File: src/rtl/quota_slot_registry_defines.svh
// ----------------------------------------------------------------------------
// quota_slot_registry assertion macros
// concurrent assertion helpers, empty when synthesizing
// ----------------------------------------------------------------------------
`ifndef QUOTA_SLOT_REGISTRY_DEFINES_SVH
`define QUOTA_SLOT_REGISTRY_DEFINES_SVH

`ifndef SYNTHESIS
// checked only while out of reset
`define QSR_ASSERT_RST(lbl, clk, rst_n, prop, msg) \
    lbl: assert property (@(posedge clk) disable iff (!(rst_n)) (prop)) else $error(msg);
// checked on every edge
`define QSR_ASSERT_ALWAYS(lbl, clk, prop, msg) \
    lbl: assert property (@(posedge clk) (prop)) else $error(msg);
`else
`define QSR_ASSERT_RST(lbl, clk, rst_n, prop, msg)
`define QSR_ASSERT_ALWAYS(lbl, clk, prop, msg)
`endif

`endif

File: src/rtl/qsr_pkg.sv
// ----------------------------------------------------------------------------
// qsr_pkg
// types, codes and sizes shared by the slot registry
// ----------------------------------------------------------------------------
`default_nettype none

package qsr_pkg;

    localparam int NUM_SLOTS   = 60;
    localparam int NUM_CLASSES = 6;
    localparam int CLASS_LIMIT = 6;

    // classes that can ever be accepted
    localparam int N_CLS = (NUM_CLASSES < CLASS_LIMIT) ? NUM_CLASSES : CLASS_LIMIT;

    localparam int ID_W    = 8;
    localparam int SIDE_W  = 3;
    localparam int STAT_W  = 3;
    localparam int OUT_T_W = 6;
    localparam int COUNT_W = 6;
    localparam int CFG_IDX_W  = 3;
    localparam int CFG_DATA_W = 6;

    localparam int SLOT_W = (NUM_SLOTS > 1) ? $clog2(NUM_SLOTS) : 1;
    localparam int CLS_W  = (N_CLS > 1) ? $clog2(N_CLS) : 1;
    localparam int TOT_W  = $clog2(NUM_SLOTS + 1);

    localparam logic [TOT_W-1:0]  SLOTS_TOT  = TOT_W'(NUM_SLOTS);
    localparam logic [ID_W-1:0]   SLOTS_ID   = ID_W'(NUM_SLOTS);
    localparam logic [SIDE_W-1:0] CLS_LIMIT  = SIDE_W'(N_CLS);

    localparam logic [COUNT_W-1:0] QUOTA_RESET [CLASS_LIMIT] =
        '{6'd20, 6'd20, 6'd10, 6'd3, 6'd3, 6'd4};

    typedef enum logic [0:0] {
        CMD_REGISTER = 1'b0,
        CMD_QUERY    = 1'b1
    } t_cmd;

    typedef enum logic [STAT_W-1:0] {
        ST_OK        = 3'd0,
        ST_NOT_INIT  = 3'd1,
        ST_BAD_ARG   = 3'd2,
        ST_DUPLICATE = 3'd3,
        ST_FULL      = 3'd4,
        ST_NOT_REG   = 3'd5
    } t_status;

    typedef enum logic [CFG_IDX_W-1:0] {
        CFG_PERIMETER_UP     = 3'd0,
        CFG_QUOTA_SOUTH      = 3'd1,
        CFG_QUOTA_NORTH      = 3'd2,
        CFG_QUOTA_WEST       = 3'd3,
        CFG_QUOTA_EAST_LEFT  = 3'd4,
        CFG_QUOTA_EAST_RIGHT = 3'd5,
        CFG_QUOTA_GATE       = 3'd6
    } t_cfg_reg;

    typedef struct packed {
        logic [0:0]        command;
        logic [ID_W-1:0]   slot_id;
        logic [SIDE_W-1:0] side;
    } t_in_item;

    typedef struct packed {
        logic [STAT_W-1:0]  status;
        logic [OUT_T_W-1:0] total_count;
        logic               all_active;
    } t_out_item;

endpackage

`default_nettype wire

File: src/rtl/quota_slot_registry.sv
// ----------------------------------------------------------------------------
// quota_slot_registry
// slot registry with per-class quotas, register and query commands
// ----------------------------------------------------------------------------
//
//   channel  direction  handshake                 payload
//   -------  ---------  ------------------------  ---------------------------
//   in       to block   i_in_valid / o_in_stall   command, slot_id, side
//   out      from block o_out_valid / i_out_stall status, total_count, active
//   cfg      to block   i_cfg_valid / o_cfg_ready register index, data
//
// one item per cycle sustained while the output is not stalled; the taken item
// is loaded into the input register, where its slot class is read, and its
// result is then loaded into the result register
// the rate is set by the single read-modify-write of the slot and class
// counters done in the stage behind the input register
// reset clears valid bits and counters and loads the reset quotas at once; no clearing pass
// a stalled result holds the result register; the stage behind it then holds
// and the input side stalls
//
`default_nettype none

`include "quota_slot_registry_defines.svh"

module quota_slot_registry (
    input  wire                         i_clk,
    input  wire                         i_rst_n,
    input  wire                         i_in_valid,
    output logic                        o_in_stall,
    input  qsr_pkg::t_in_item           i_in,
    output logic                        o_out_valid,
    input  wire                         i_out_stall,
    output qsr_pkg::t_out_item          o_out,
    input  wire                         i_cfg_valid,
    output logic                        o_cfg_ready,
    input  wire [qsr_pkg::CFG_IDX_W-1:0]  i_cfg_index,
    input  wire [qsr_pkg::CFG_DATA_W-1:0] i_cfg_data
);

    import qsr_pkg::*;

    // configuration
    logic                r_perimeter_up;
    logic [COUNT_W-1:0]  r_quota [CLASS_LIMIT];

    // registry state
    logic [NUM_SLOTS-1:0] r_slot_valid;
    logic [SIDE_W-1:0]    r_slot_class [NUM_SLOTS];
    logic [COUNT_W-1:0]   r_class_count [N_CLS];
    logic [TOT_W-1:0]     r_total;
    logic                 r_act;

    // stage one: taken item and its slot class read
    logic                 r_s1_vld;
    t_in_item             r_in;
    logic [SIDE_W-1:0]    r_rd_cls;
    logic                 r_fwd_hit;
    logic [SIDE_W-1:0]    r_fwd_cls;

    // result register
    logic                 r_out_vld;
    t_out_item            r_out;

    logic                 in_acc;
    logic                 s1_go;
    logic [SLOT_W-1:0]    s1_idx;
    logic [CLS_W-1:0]     s1_cidx;
    logic                 id_ok;
    logic                 cls_ok;
    logic                 held;
    logic [SIDE_W-1:0]    held_cls;
    logic                 quota_met;
    logic                 wr_en;
    t_status              n_status;
    logic [TOT_W-1:0]     n_total;
    logic                 n_act;
    t_out_item            n_out;

    // ------------------------------------------------------------------
    // handshakes
    // ------------------------------------------------------------------
    assign s1_go       = r_s1_vld && (!r_out_vld || !i_out_stall);
    assign o_in_stall  = r_s1_vld && !s1_go;
    assign in_acc      = i_in_valid && !o_in_stall;
    assign o_cfg_ready = 1'b1;
    assign o_out_valid = r_out_vld;
    assign o_out       = r_out;

    // ------------------------------------------------------------------
    // configuration writes, unknown indexes are dropped
    // ------------------------------------------------------------------
    always_ff @(posedge i_clk) begin
        if (!i_rst_n) begin
            r_perimeter_up <= 1'b0;
            for (int k = 0; k < CLASS_LIMIT; k++) begin
                r_quota[k] <= QUOTA_RESET[k];
            end
        end else if (i_cfg_valid && o_cfg_ready) begin
            unique case (i_cfg_index) inside
                CFG_PERIMETER_UP: begin
                    r_perimeter_up <= i_cfg_data[0];
                end
                CFG_QUOTA_SOUTH, CFG_QUOTA_NORTH, CFG_QUOTA_WEST,
                CFG_QUOTA_EAST_LEFT, CFG_QUOTA_EAST_RIGHT, CFG_QUOTA_GATE: begin
                    r_quota[i_cfg_index - CFG_IDX_W'(1)] <= i_cfg_data[COUNT_W-1:0];
                end
                default: begin
                end
            endcase
        end
    end

    // ------------------------------------------------------------------
    // stage one: decide the command against current state
    // ------------------------------------------------------------------
    assign s1_idx    = r_in.slot_id[SLOT_W-1:0];
    assign s1_cidx   = r_in.side[CLS_W-1:0];
    assign id_ok     = r_in.slot_id < SLOTS_ID;
    assign cls_ok    = r_in.side < CLS_LIMIT;
    assign held      = r_slot_valid[s1_idx];
    // class written by the item just ahead is not in the read data yet
    assign held_cls  = r_fwd_hit ? r_fwd_cls : r_rd_cls;
    assign quota_met = r_class_count[s1_cidx] >= r_quota[r_in.side];
    assign n_total   = r_total + TOT_W'(1);

    always_comb begin
        n_status = ST_OK;
        wr_en    = 1'b0;
        if (!r_perimeter_up) begin
            n_status = ST_NOT_INIT;
        end else if (!id_ok) begin
            n_status = ST_BAD_ARG;
        end else if (r_in.command == CMD_QUERY) begin
            n_status = held ? ST_OK : ST_NOT_REG;
        end else if (!cls_ok) begin
            n_status = ST_BAD_ARG;
        end else if (held) begin
            // same class again is a no-op
            n_status = (held_cls == r_in.side) ? ST_OK : ST_DUPLICATE;
        end else if (quota_met) begin
            n_status = ST_FULL;
        end else begin
            wr_en = s1_go;
        end
    end

    assign n_act = r_act || (wr_en && (n_total >= SLOTS_TOT));

    always_comb begin
        n_out.status      = n_status;
        n_out.total_count = wr_en ? OUT_T_W'(n_total) : OUT_T_W'(r_total);
        n_out.all_active  = n_act;
    end

    // ------------------------------------------------------------------
    // slot class memory: read on accept, written by stage one
    // ------------------------------------------------------------------
    always_ff @(posedge i_clk) begin
        if (wr_en) begin
            r_slot_class[s1_idx] <= r_in.side;
        end
        if (in_acc) begin
            r_rd_cls <= r_slot_class[i_in.slot_id[SLOT_W-1:0]];
        end
    end

    // ------------------------------------------------------------------
    // input register and forward of a same-edge class write
    // ------------------------------------------------------------------
    always_ff @(posedge i_clk) begin
        if (!i_rst_n) begin
            r_s1_vld <= 1'b0;
        end else if (in_acc) begin
            r_s1_vld <= 1'b1;
        end else if (s1_go) begin
            r_s1_vld <= 1'b0;
        end
    end

    always_ff @(posedge i_clk) begin
        if (in_acc) begin
            r_in      <= i_in;
            r_fwd_hit <= wr_en && (i_in.slot_id == r_in.slot_id);
            r_fwd_cls <= r_in.side;
        end
    end

    // ------------------------------------------------------------------
    // registry state update
    // ------------------------------------------------------------------
    always_ff @(posedge i_clk) begin
        if (!i_rst_n) begin
            r_slot_valid <= '0;
            r_total      <= '0;
            r_act        <= 1'b0;
            for (int k = 0; k < N_CLS; k++) begin
                r_class_count[k] <= '0;
            end
        end else if (wr_en) begin
            r_slot_valid[s1_idx]    <= 1'b1;
            r_class_count[s1_cidx]  <= r_class_count[s1_cidx] + COUNT_W'(1);
            r_total                 <= n_total;
            r_act                   <= n_act;
        end
    end

    // ------------------------------------------------------------------
    // result register
    // ------------------------------------------------------------------
    always_ff @(posedge i_clk) begin
        if (!i_rst_n) begin
            r_out_vld <= 1'b0;
        end else if (s1_go) begin
            r_out_vld <= 1'b1;
        end else if (!i_out_stall) begin
            r_out_vld <= 1'b0;
        end
    end

    always_ff @(posedge i_clk) begin
        if (s1_go) begin
            r_out <= n_out;
        end
    end

    // ------------------------------------------------------------------
    // assertions
    // ------------------------------------------------------------------
    `QSR_ASSERT_RST(a_total_bound, i_clk, i_rst_n, r_total <= SLOTS_TOT, "total above slot count")
    `QSR_ASSERT_RST(a_total_step, i_clk, i_rst_n, wr_en |=> (r_total == $past(r_total) + TOT_W'(1)), "total did not step by one")
    `QSR_ASSERT_RST(a_active_full, i_clk, i_rst_n, r_act |-> (r_total == SLOTS_TOT), "active without full registry")
    `QSR_ASSERT_RST(a_fwd_valid, i_clk, i_rst_n, (r_s1_vld && r_fwd_hit) |-> r_slot_valid[s1_idx], "forwarded class for an empty slot")

endmodule

`default_nettype wire
File: config.mk
export PLATFORM = sky130hd
export DESIGN_NAME = quota_slot_registry
export DESIGN_NICKNAME = d
export VERILOG_FILES = /design/src/rtl/qsr_pkg.sv /design/src/rtl/quota_slot_registry.sv
export VERILOG_INCLUDE_DIRS = /design/src /design/src/rtl
export SDC_FILE = /design/constraint.sdc
export NUM_CORES = 1
export LEC_CHECK = 0
export BUFFER_PORTS_ARGS = -buffer_cell sky130_fd_sc_hd__buf_4
export CAP_MARGIN = 15
export CORE_MARGIN = 2
export CORE_UTILIZATION = 34
export CTS_CLUSTER_DIAMETER = 80
export CTS_CLUSTER_SIZE = 16
export DETAILED_ROUTE_END_ITERATION = 7
export HOLD_SLACK_MARGIN = 0.02
export SLEW_MARGIN = 20
export SYNTH_ARGS = -nofsm -noshare
export SYNTH_HDL_FRONTEND = slang
export SYNTH_SLANG_ARGS = --single-unit
File: constraint.sdc
create_clock -name i_clk -period 4.8 [get_ports i_clk]
set_input_delay 0.24 -clock i_clk [delete_from_list [all_inputs] [get_ports i_clk]]
set_output_delay 0.24 -clock i_clk [all_outputs]
set_load 0.02 [all_outputs]
Word-level counts from Yosys, hierarchy flattened
Memory sizes are Yosys's and may differ from the RTL's. A register that Yosys moved wholly into a read port is not among the register bits.
Cells that the tools add are included.
{"block": "word_totals", "regBits": 96, "mem_bits_rw": 252, "input_bits": 26, "out_inout_bits": 13, "elab_cells": 96, "mem_count": 3}
{"block": "op_classes", "n_addsub": 3, "n_lt_le_gt_ge": 6, "eq_ne": 9, "muxes": 40, "bitwise": 1, "n_reduce_logical": 19}
{"name": "r_slot_class", "words": 60, "word_bits": 3, "read_ports": 1, "rd_ports_with_merged_regs": 1, "wr": 1, "line": "quota_slot_registry.sv:48", "source": "logic [SIDE_W-1:0] r_slot_class [NUM_SLOTS];"}
{"name": "r_class_count", "words": 6, "word_bits": 6, "read_ports": 1, "rd_ports_with_merged_regs": 1, "wr": 6, "line": "quota_slot_registry.sv:49", "source": "logic [COUNT_W-1:0] r_class_count [N_CLS];"}
{"name": "r_quota", "words": 6, "word_bits": 6, "read_ports": 1, "rd_ports_with_merged_regs": 1, "wr": 6, "line": "quota_slot_registry.sv:44", "source": "logic [COUNT_W-1:0] r_quota [CLASS_LIMIT];"}
{"operator": "OR 60 bit", "n": 1}
{"operator": "two-way mux 3 bit", "n": 10}
{"operator": "two-way mux 1 bit", "n": 23}
{"operator": "two-way mux 6 bit", "n": 3}
{"operator": "OR reduction 6 bit", "n": 3}
{"operator": "adder 6 x 1 -> 6 bit, second input constant", "n": 2}
{"operator": "equality test 3 bit, second input constant", "n": 3}
{"operator": "equality test 8 bit", "n": 1}
{"operator": "< comparator 8 x 6 -> 1 bit, second input constant", "n": 1}
{"operator": "< comparator 6 x 7 -> 1 bit, second input constant", "n": 1}
{"operator": "binary-select mux 1 bit (select 6 bit)", "n": 1}
{"operator": "demux 1 bit (select 6 bit)", "n": 1}
{"operator": "equality test 3 x 2 -> 1 bit, second input constant", "n": 2}
{"operator": "greater-or-equal comparator 6 x 1 -> 1 bit, second input constant", "n": 1}
{"operator": "greater-or-equal comparator 6 bit", "n": 1}
{"operator": "greater-or-equal comparator 6 bit, second input constant", "n": 1}
{"operator": "logical AND 1 bit", "n": 6}
{"operator": "zero test 1 bit", "n": 4}
{"operator": "two-way mux 2 bit", "n": 2}
{"operator": "AND reduction 2 bit", "n": 2}
{"operator": "equality test 3 x 1 -> 1 bit, second input constant", "n": 1}
{"operator": "equality test 3 bit", "n": 1}
{"operator": "zero test 3 bit", "n": 1}
{"operator": "< comparator 3 bit, second input constant", "n": 1}
{"operator": "4 further kinds", "n": 5}

Depth between registers and ports, before layout
Gate-level depths: netlist of the first run.
{"block": "depth", "ltp_word": 14, "depth_mapped": 14, "mapped_depth_nobuf": 10}

Worst setup path after synthesis of the first run
Ideal clock, no wire load.
{"block": "synth_timing", "path_type": "reg2reg", "startpoint": "register (tool-made name)", "endpoint": "memory r_class_count[1][0] (enable)", "setup_time_ps": 377, "t_arrival_ps": 3423, "required_time_ps": 4423, "slack_ps": 1000, "stages_incl_launch_ff": 14, "path_buffers": 4, "synth_period_minus_slack_ps": 3800, "cell_sequence": "dfxtp_1 buf_2 buf_4 buf_2 mux4_2 mux2i_1 ha_1 a21o_1 a21oi_1 o21a_1 and2_1 buf_4 nand2_1 o21ai_0"}
{"element": "end, declared", "line": "quota_slot_registry.sv:49"}

==> impl_metrics.csv, run 1 <==
group,metric,value,unit
clock_tree,htree_num_levels,1,
clock_tree,cts_buffer_depth,3,
power,power_density,352,nW/um^2
worst_setup_path,reg2reg_to,"r_slot_class[50][2]$_DFFE_PP_",
layout,layout_common_cells,"305 x edfxtp_1, 114 x nor2_1, 105 x nand2_1",
layout,multiInputGateArea,5040,um^2
die,die_w,221,um
clock_tree,cts_sinks,378,
placed_design,dp_hpwl,23200,um
timing,finalCriticalPeriod,4390,ps
timing,max_freq,0.228,GHz
global_routing,antenna_found_initial,1,
synthesis,synth_top_family_by_area,"multiplexers",
global_routing,grt_overflow,0,
synthesis,syn_inst,1071,
route,avgViaCountPerCell,5.14,
route,wl_per_cell,20.2,um
timing,fin_tns_setup,0,ps
timing,clock_skew,61.3,ps
global_routing,grt_pass1_wl,55300,um
die,core_area,46500,um^2
synthesis,yosys_warnings,0,
synthesis,yosys.area_share.simple,0.0994,
route,ant_nets,0,
clock_tree,post-cts-setup-buffer-count,0,
timing,min_period_over_period,0.915,
synthesis,ys_ff_latch,378,
status,outcome,"finished clean",
worst_setup_path,cp_slowest_cell,"mux4_2",
timing,max-slew-margin-rel,0.265,
worst_setup_path,endpoint,"r_slot_class[50][2]$_DFFE_PP_",
worst_setup_path,crit_top_cell,"buf_4",
synthesis,synth-compound-area-share,0.0395,
worst_setup_path,critPathMaxFanout,15,
die,die_y,221,um
worst_setup_path,cp.depth,12,
global_routing,grt_pass1_vias,9280,
synthesis,synthXorXnorAreaFrac,0.0115,
synthesis,syn_area,16000,um^2
timing,setup_viol,0,
worst_setup_path,crit_chain,"buf_4 -> mux4_2 -> mux2_2 -> ha_1 -> nand2b_1 -> a21o_1 -> a21oi_1 -> o21a_1 -> and2_1 -> buf_4 -> nand3_2 -> nor2_1",
worst_hold_path,min_path_type,"input pin to flip-flop",
route,vias,9053,
die,initial_core_util,0.344,
clock_tree,clkSlewWorstSetupHoldPaths,80,ps
power,ir_worst_vdd,243,uV
synthesis,synthFlopType,"edfxtp_1",
synthesis,async_reset_ff_frac,0,
route,first_pass_iters,5,
die,io_pins,39,
power,p_leak,5.92,nW
global_routing,grt_max_degree,83,
timing,worst_pin_slew,1090,ps
synthesis,synthMuxAreaShare,0.152,
worst_setup_path,path_class,"flip-flop to flip-flop",
worst_setup_path,critPathCaptureType,"flip-flop",
layout,area_growth,12.7,%
route,route.detailed.drc,0,
worst_setup_path,ff2ff_path_depth,12,
route,totalWireLength,35500,um
worst_setup_path,crit_arrival,4660,ps
placed_design,dp.cells,1690,
timing,slew_violations,0,
layout,drive_above_1_share,0.181,
worst_setup_path,critPathTopFamily,"simple AND/OR/NAND/NOR gates",
synthesis,seq_area_frac_synth,0.665,
worst_setup_path,cp-start-kind,"flip-flop",
worst_setup_path,cpPeakStageDelay,510,ps
global_routing,grt_usage,0.149,
die,num_rows,79,
layout,final_common_cell,"edfxtp_1",
worst_setup_path,cp.required,5070,ps
synthesis,syn_avg_cell_area,14.9,um^2
placed_design,portBuffers,37,
layout,finalNonFillerCells,1762,
placed_design,gp_congestion,0.824,
layout,fillCellCount,4314,
clock_tree,insertion_delay,610,ps
worst_setup_path,reg2reg_slack,410,ps
timing,rsz0062_at_grt,"false",
worst_setup_path,critPathBufInv,2,
clock_tree,cts_tree,"yes",
timing,hold_viol,0,
route,drt_iter0_drc,777,
clock_tree,cts_buffers,28,
synthesis,synth_fa_ha_area_frac,0.0102,
layout,n_antenna_cell,0,
layout,regArea,10600,um^2
synthesis,synth-edff-count,305,
layout,fin_nets,1172,
flow_run,maxCapViolations,0,
clock_tree,cts-root-buf,"clkbuf_16",
synthesis,ys_types,52,
die,dieArea,48800,um^2
-- cell families (layout without fill, tap and decap cells) --
logic type                 Yosys count  count (layout)
AOI/OAI and AO/OA                  108             108
xor gates and xnor gates            21              21
adders and majority gates           13              13
buffers and inverters               74             147
DFF                                378             378
muxes                              138             138
other                                2              13
and+or+nand+nor                    337             337
-- where the power goes --
part           switching, mW  internal (mW)  total, mW
Sequential            0.0366           3.59       3.63
Combinational          0.268          0.199      0.467
Clock                   1.12           1.13       2.25
Total                   1.43           4.92       6.34
-- layer usage --
metal / up-vias / part of all wire / GRT usage / routed length, um
met3: 56 / 0.061 / 0.0246 / 2180
met5: - / 0.00045 / 0 / 16
met2: 265 / 0.48 / 0.247 / 17100
met1: 4587 / 0.44 / 0.204 / 15500
met4: 2 / 0.022 / 0.0384 / 789
li1: 4143 / - / - / -
-- per-stage QoR --
| stage | area (um^2) | utilization | hold WS (ps) | setup slack, ps | power (mW) |
|---|---|---|---|---|---|
| floorplan | 16000 | - | 339 | 1000 | 4.00 |
| finish | 18000 | 0.388 | 51.7 | 408 | 6.34 |
| global route | 18000 | 0.388 | 47.7 | 113 | 6.58 |
| detailed placement | 17000 | 0.365 | 435 | 389 | 4.16 |
| CTS | 18000 | 0.388 | 28.3 | 395 | 6.41 |
| global placement | 17000 | 0.365 | 430 | 500 | 4.16 |
-- timing repair --
| item | in CTS | in global routing |
|---|---|---|
| hold buffers | 20 | 0 |
| gates resized for setup | 0 | 0 |
| endpoints found under the hold margin | 36 | 0 |
-- cells in the mapped netlist (13+ instances only) --
library cell / instances / share of area
nand3_1: 21 / 0.0066
dfxtp_1: 73 / 0.091
mux2i_1: 44 / 0.028
mux4_2: 82 / 0.12
and2_1: 23 / 0.0090
clkbuf_1: 28 / 0.0066
o21ai_0: 58 / 0.018
nor2_1: 114 / 0.027
ha_1: 13 / 0.010
edfxtp_1: 305 / 0.57
nand2_1: 105 / 0.025
xnor2_1: 15 / 0.0082
nand2b_1: 15 / 0.0059
buf_2: 22 / 0.0069
-- flip-flops by register name (all words and copies together), names as in the netlist, named ones only --
register        cells
r_slot_class      180
r_slot_valid       60
r_class_count      48
r_quota            48
o_out              10
r_in                9
r_total             6
r_fwd_cls           3
r_rd_cls            3
s1_cidx             3
o_out_valid         1
r_act               1
r_fwd_hit           1
r_perimeter_up      1
r_s1_vld            1
-- worst reg2reg max path: cells and delay by family, from the launching register on --
family | cells | cell delay (ps)
DFF | 1 | 500
AOI/OAI and AO/OA | 3 | 560
and+or+nand+nor | 4 | 1490
muxes | 2 | 800
buffers and inverters | 2 | 480
adders and majority gates | 1 | 270
-- how the worst min path moves through the flow --
stage                             startpoint                            end  slack (ps)  depth (start not counted)
2_1_floorplan                       i_in[10]             r_in[10]$_DFFE_PP_         340                          0
3_3_place_gp   r_slot_valid[32]$_SDFFE_PN0N_  r_slot_valid[32]$_SDFFE_PN0N_         430                          2
3_5_place_dp                         i_in[1]           s1_cidx[1]$_DFFE_PP_         430                          1
4_1_cts                       i_cfg_index[0]    r_quota[1][0]$_SDFFCE_PN0P_          30                          2
5_1_grt                       i_cfg_index[0]    r_quota[1][0]$_SDFFCE_PN0P_          50                          2
6_report                      i_cfg_index[0]    r_quota[1][0]$_SDFFCE_PN0P_          50                          2
-- final cells by class --
cell class / count / share of cell area
multi-input cells: 630 / 0.280
clock buffers: 49 / 0.0438
clock inverters: 3 / 0.00292
flip-flops and latches: 378 / 0.590
inverters: 9 / 0.00188
well taps: 607 / 0.0422
repair buffers: 86 / 0.0393
Power figures use the tool's default switching activity.
==> run 2: changes to the inputs <==
CORE_MARGIN = 3   (was 2)
==> run 2 against run 1 <==
Register-to-register slack lost 30 ps. Die area grew 1.8%. Largest power group unchanged. Largest cell class unchanged. Sequential share of layout area grew 0.11 points. Highest routed layer unchanged.
==> impl_metrics.csv, run 2 (synthesized netlist as in run 1, its figures left out) <==
group,metric,value,unit
die,num_rows,78,
worst_setup_path,reg2reg_to,"r_class_count[2][4]$_SDFFCE_PN0P_",
power,ir_worst_vdd,288,uV
worst_setup_path,path_class,"flip-flop to flip-flop",
timing,max_freq,0.226,GHz
worst_setup_path,cpPeakStageDelay,750,ps
timing,max-slew-margin-rel,0.335,
clock_tree,clkSlewWorstSetupHoldPaths,80,ps
worst_setup_path,ff2ff_path_depth,10,
layout,drive_above_1_share,0.182,
timing,hold_viol,0,
die,die_w,223,um
timing,worst_pin_slew,987,ps
timing,rsz0062_at_grt,"false",
worst_setup_path,crit_arrival,4610,ps
layout,fillCellCount,4262,
power,total_power,6.30,mW
clock_tree,cts_tree,"yes",
worst_setup_path,reg2reg_slack,380,ps
power,power_frac_clock,0.350,
timing,slew_violations,0,
power,power_density,351,nW/um^2
timing,fin_tns_setup,0,ps
route,drt_iter0_drc,722,
die,io_pins,39,
layout,largest-register,"r_slot_class",
clock_tree,cts_buffers,28,
power,p_leak,5.91,nW
clock_tree,htree_num_levels,1,
clock_tree,cts-root-buf,"clkbuf_16",
placed_design,portBuffers,37,
timing,worst_hold_slack,74.6,ps
route,vias,9047,
worst_setup_path,cp.depth,10,
die,initial_core_util,0.348,
status,outcome,"finished clean",
route,wl_per_cell,20.4,um
layout,final_common_cell,"edfxtp_1",
global_routing,antenna_found_initial,1,
timing,clock_skew,29.2,ps
clock_tree,insertion_delay,570,ps
worst_setup_path,cp-start-kind,"flip-flop",
layout,regArea,10600,um^2
worst_hold_path,min_path_type,"input pin to flip-flop",
route,totalWireLength,35800,um
power,swShare,0.223,
layout,layout_common_cells,"305 x edfxtp_1, 114 x nor2_1, 105 x nand2_1",
route,ant_nets,0,
power,p_int,4.90,mW
placed_design,dp.cells,1686,
layout,finalNonFillerCells,1757,
worst_setup_path,critPathTopFamily,"compound AO/OA/AOI/OAI gates",
clock_tree,cts-resized-gates,0,
worst_setup_path,critPathMaxFanout,16,
clock_tree,cts_buffer_depth,3,
worst_setup_path,cp_slowest_cell,"o21ai_0",
worst_setup_path,critPathBufInv,1,
flow_run,maxCapViolations,0,
power,p_comb_frac,0.075,
power,p_switching,1.41,mW
layout,top_regs,"r_slot_class (180), r_slot_valid (60)",
placed_design,dp_hpwl,23000,um
global_routing,grt_pass1_wl,55600,um
layout,multiInputGateArea,5040,um^2
layout,fin_nets,1174,
global_routing,grt_overflow,0,
route,first_pass_iters,5,
worst_setup_path,cp.required,4990,ps
timing,min_period_over_period,0.921,
route,route.detailed.drc,0,
worst_setup_path,crit_chain,"buf_4 -> mux4_2 -> mux2i_1 -> ha_1 -> a21o_1 -> a21oi_1 -> o21a_1 -> and2_1 -> nand2_1 -> o21ai_0",
layout,largest_register_ffs,180,
worst_setup_path,endpoint,"r_class_count[2][4]$_SDFFCE_PN0P_",
global_routing,grt_usage,0.143,
die,dieArea,49600,um^2
global_routing,grt_max_degree,85,
global_routing,grt_pass1_vias,9209,
worst_setup_path,critPathCaptureType,"flip-flop",
route,avgViaCountPerCell,5.15,
layout,area_growth,12.5,%
die,die_y,223,um
clock_tree,cts_sinks,378,
placed_design,gp_congestion,0.766,
power,p_seq_frac,0.575,
layout,n_antenna_cell,0,
timing,finalCriticalPeriod,4420,ps
die,core_area,45900,um^2
timing,setup_viol,0,
run 2: cell types whose count changed in the layout (fill, tap and decap cells not counted), sizes merged:
cell / change
buf: +3
clkbuf: -1
clkinv: +1
dlygate4sd3: -1
run 2: how the worst min path moves through the flow:
stage | startpoint | endpoint | slack [ps] | cells past startpoint
3_3_place_gp | r_slot_valid[33]$_SDFFE_PN0N_ | r_slot_valid[33]$_SDFFE_PN0N_ | 430 | 2
5_1_grt | i_in[7] | r_in[7]$_DFFE_PP_ | 50 | 1
3_5_place_dp | r_slot_valid[4]$_SDFFE_PN0N_ | r_slot_valid[4]$_SDFFE_PN0N_ | 440 | 2
4_1_cts | i_in[7] | r_in[7]$_DFFE_PP_ | 50 | 1
6_report | i_in[7] | r_in[7]$_DFFE_PP_ | 70 | 1
2_1_floorplan | i_in[10] | r_in[10]$_DFFE_PP_ | 340 | 0
run 2: power by group through the flow:
| stage | Sequential (mW) | Combinational (mW) | Clock [mW] |
|---|---|---|---|
| floorplan | 3.69 | 0.312 | 0 |
| global placement | 3.70 | 0.461 | 0 |
| detailed placement | 3.70 | 0.463 | 0 |
| CTS | 3.62 | 0.476 | 2.27 |
| global route | 3.63 | 0.511 | 2.39 |
| finish | 3.62 | 0.470 | 2.21 |
run 2: layout make-up:
class	instances	share of cell area
clock buffer	48	0.0432
clock inverter	4	0.00251
inverter	9	0.00188
multi-input combinational	630	0.280
sequential	378	0.591
tap	600	0.0418
timing repair buffer	88	0.0394
run 2: repair_timing:
item | 4_1_cts | 5_1_grt
buffers inserted | 0 | 0
hold buffers | 19 | 0
endpoints found under the hold margin | 35 | 0
run 2: metal layers:
metal	wire length, um	up-vias	global-route usage
met3	1840	44	0.0209
met5	7	-	0
li1	-	4155	-
met4	533	2	0.0269
met2	16800	239	0.229
met1	16600	4607	0.209
run 2: metrics by stage:
stage / area, um^2 / worst slack (ps) / util
after floorplan: 16000 / 1000 / -
after global placement: 17000 / 454 / 0.370
after detailed placement: 17000 / 348 / 0.370
after CTS: 18000 / 321 / 0.392
after global routing: 18000 / 21.3 / 0.392
final: 18000 / 379 / 0.392
==> run 3: changes to the inputs <==
CTS_BUF_LIST = sky130_fd_sc_hd__clkbuf_8   (was default)
PLACE_DENSITY = 0.46   (was default)
==> run 3 against run 2 <==
Clock power fell by 21%. First-iteration DRC count fell by 9.7%. Utilization decreased by 0.43 points. Fmax up 0.95%. Routed wire length up 8.1%. Sequential share of layout area up 0.65 points. Clock skew up 0.80 ps. Critical endpoint is now r_slot_class[3][2]$_DFFE_PP_. Cell count rose by 0.17%. Global-route usage increased by 1.3 points.
==> impl_metrics.csv, run 3 (synthesized netlist as in run 1, its figures left out) <==
group,metric,value,unit
status,outcome,"finished clean",
route,vias,8961,
timing,rsz0062_at_grt,"false",
worst_setup_path,reg2reg_to,"r_slot_class[3][2]$_DFFE_PP_",
timing,finalCriticalPeriod,4380,ps
power,power_density,329,nW/um^2
timing,setup_slack,421,ps
worst_setup_path,critPathMaxFanout,15,
global_routing,grt_pass1_vias,9203,
global_routing,grt_pass1_wl,59300,um
worst_setup_path,cp.required,5120,ps
die,io_pins,39,
layout,layout_common_cells,"305 x edfxtp_1, 114 x nor2_1, 105 x nand2_1",
die,initial_core_util,0.348,
worst_setup_path,reg2reg_slack,420,ps
timing,min_period_over_period,0.912,
timing,clock_skew,30.0,ps
worst_setup_path,cpPeakStageDelay,640,ps
power,ir_worst_vdd,201,uV
worst_setup_path,path_class,"flip-flop to flip-flop",
flow_run,maxCapViolations,0,
die,core_area,45900,um^2
global_routing,grt_usage,0.156,
placed_design,portBuffers,37,
worst_setup_path,cp_slowest_cell,"nand3_2",
worst_setup_path,ff2ff_path_depth,10,
route,first_pass_iters,5,
worst_setup_path,crit_chain,"buf_4 -> mux4_2 -> mux2_2 -> ha_1 -> a21o_1 -> a21oi_1 -> o21a_1 -> and2_1 -> nand3_2 -> nor2_1",
global_routing,grt_max_degree,73,
timing,fin_tns_setup,0,ps
layout,post-route-util,0.388,
placed_design,pre_cts_ws,373,ps
worst_hold_path,min_from,"i_cfg_index[2]",
clock_tree,htree_num_levels,1,
layout,finalNonFillerCells,1760,
placed_design,dp.cells,1685,
global_routing,grt_overflow,0,
worst_setup_path,critPathCaptureType,"flip-flop",
clock_tree,cts_buffers,29,
layout,top_regs,"r_slot_class (180), r_slot_valid (60)",
clock_tree,cts-root-buf,"clkbuf_8",
timing,max_freq,0.228,GHz
route,wl_per_cell,22.0,um
layout,largest-register,"r_slot_class",
clock_tree,cts_sinks,378,
worst_hold_path,min_path_type,"input pin to flip-flop",
worst_setup_path,endpoint,"r_slot_class[3][2]$_DFFE_PP_",
worst_setup_path,crit_arrival,4700,ps
route,drt_iter0_drc,652,
clock_tree,ctsHoldBuffers,23,
placed_design,gp_congestion,0.721,
route,ant_nets,0,
timing,hold_viol,0,
power,p_leak,5.89,nW
timing,max-slew-margin-rel,0.231,
layout,largest_register_ffs,180,
worst_hold_path,hold_path_depth,6,
clock_tree,cts_buffer_depth,3,
power,total_power,5.84,mW
route,route.detailed.drc,0,
timing,slew_violations,0,
layout,drive_above_1_share,0.184,
route,avgViaCountPerCell,5.09,
timing,worst_hold_slack,141,ps
die,num_rows,78,
clock_tree,cts_tree,"yes",
clock_tree,insertion_delay,640,ps
layout,final_common_cell,"edfxtp_1",
die,die_y,223,um
clock_tree,cts-resized-gates,0,
layout,fin_nets,1178,
route,totalWireLength,38700,um
placed_design,dp_hpwl,25400,um
timing,worst_pin_slew,1150,ps
layout,n_antenna_cell,0,
die,dieArea,49600,um^2
die,die_w,223,um
layout,area_growth,11.2,%
worst_setup_path,cp-start-kind,"flip-flop",
placed_design,placed_cell_area,17000,um^2
timing,setup_viol,0,
layout,fin_area,17800,um^2
clock_tree,post-cts-setup-buffer-count,0,
global_routing,antenna_found_initial,1,
clock_tree,clkSlewWorstSetupHoldPaths,110,ps
run 3: cell types whose count changed in the layout (fill, tap and decap cells not counted), sizes merged:
cell         delta
buf             -1
bufinv          +2
clkbuf         -18
clkinv          -1
dlygate4sd3     +4
inv            +17
run 3: worst min path at each step:
stage	to
after floorplan	r_in[10]$_DFFE_PP_
after global placement	r_slot_valid[35]$_SDFFE_PN0N_
after detailed placement	r_slot_valid[56]$_SDFFE_PN0N_
after CTS	r_perimeter_up$_SDFFE_PN0P_
after global routing	r_perimeter_up$_SDFFE_PN0P_
final	r_perimeter_up$_SDFFE_PN0P_
run 3: area by class of cell:
type	instances	area, um^2
Inverter	9	33.8
Tap cell	600	751
Sequential cell	378	10600
Multi-Input combinational cell	630	5040
Timing Repair Buffer	91	766
Clock buffer	30	413
Fill cell	4293	28100
Clock inverter	22	148
run 3: critical path: cells and delay by family (launching register included):
kind                       cells  cell delay, ps
AOI/OAI and AO/OA              3             540
adders and majority gates      1             320
buffers and inverters          1             250
DFF                            1             550
muxes                          2             820
and+or+nand+nor                3            1580
run 3: power by group:
group          internal [mW]  switching, mW  total [mW]
registers               3.59         0.0351        3.62
clock network          0.675           1.07        1.74
logic                  0.200          0.278       0.478
total                   4.46           1.38        5.84
run 3: routing by layer:
metal,global-route usage,share of wire,up-vias
li1,-,-,4163
met4,0.0318,0.020,2
met3,0.0275,0.043,51
met2,0.250,0.47,166
met5,0,0.00018,-
met1,0.225,0.47,4579
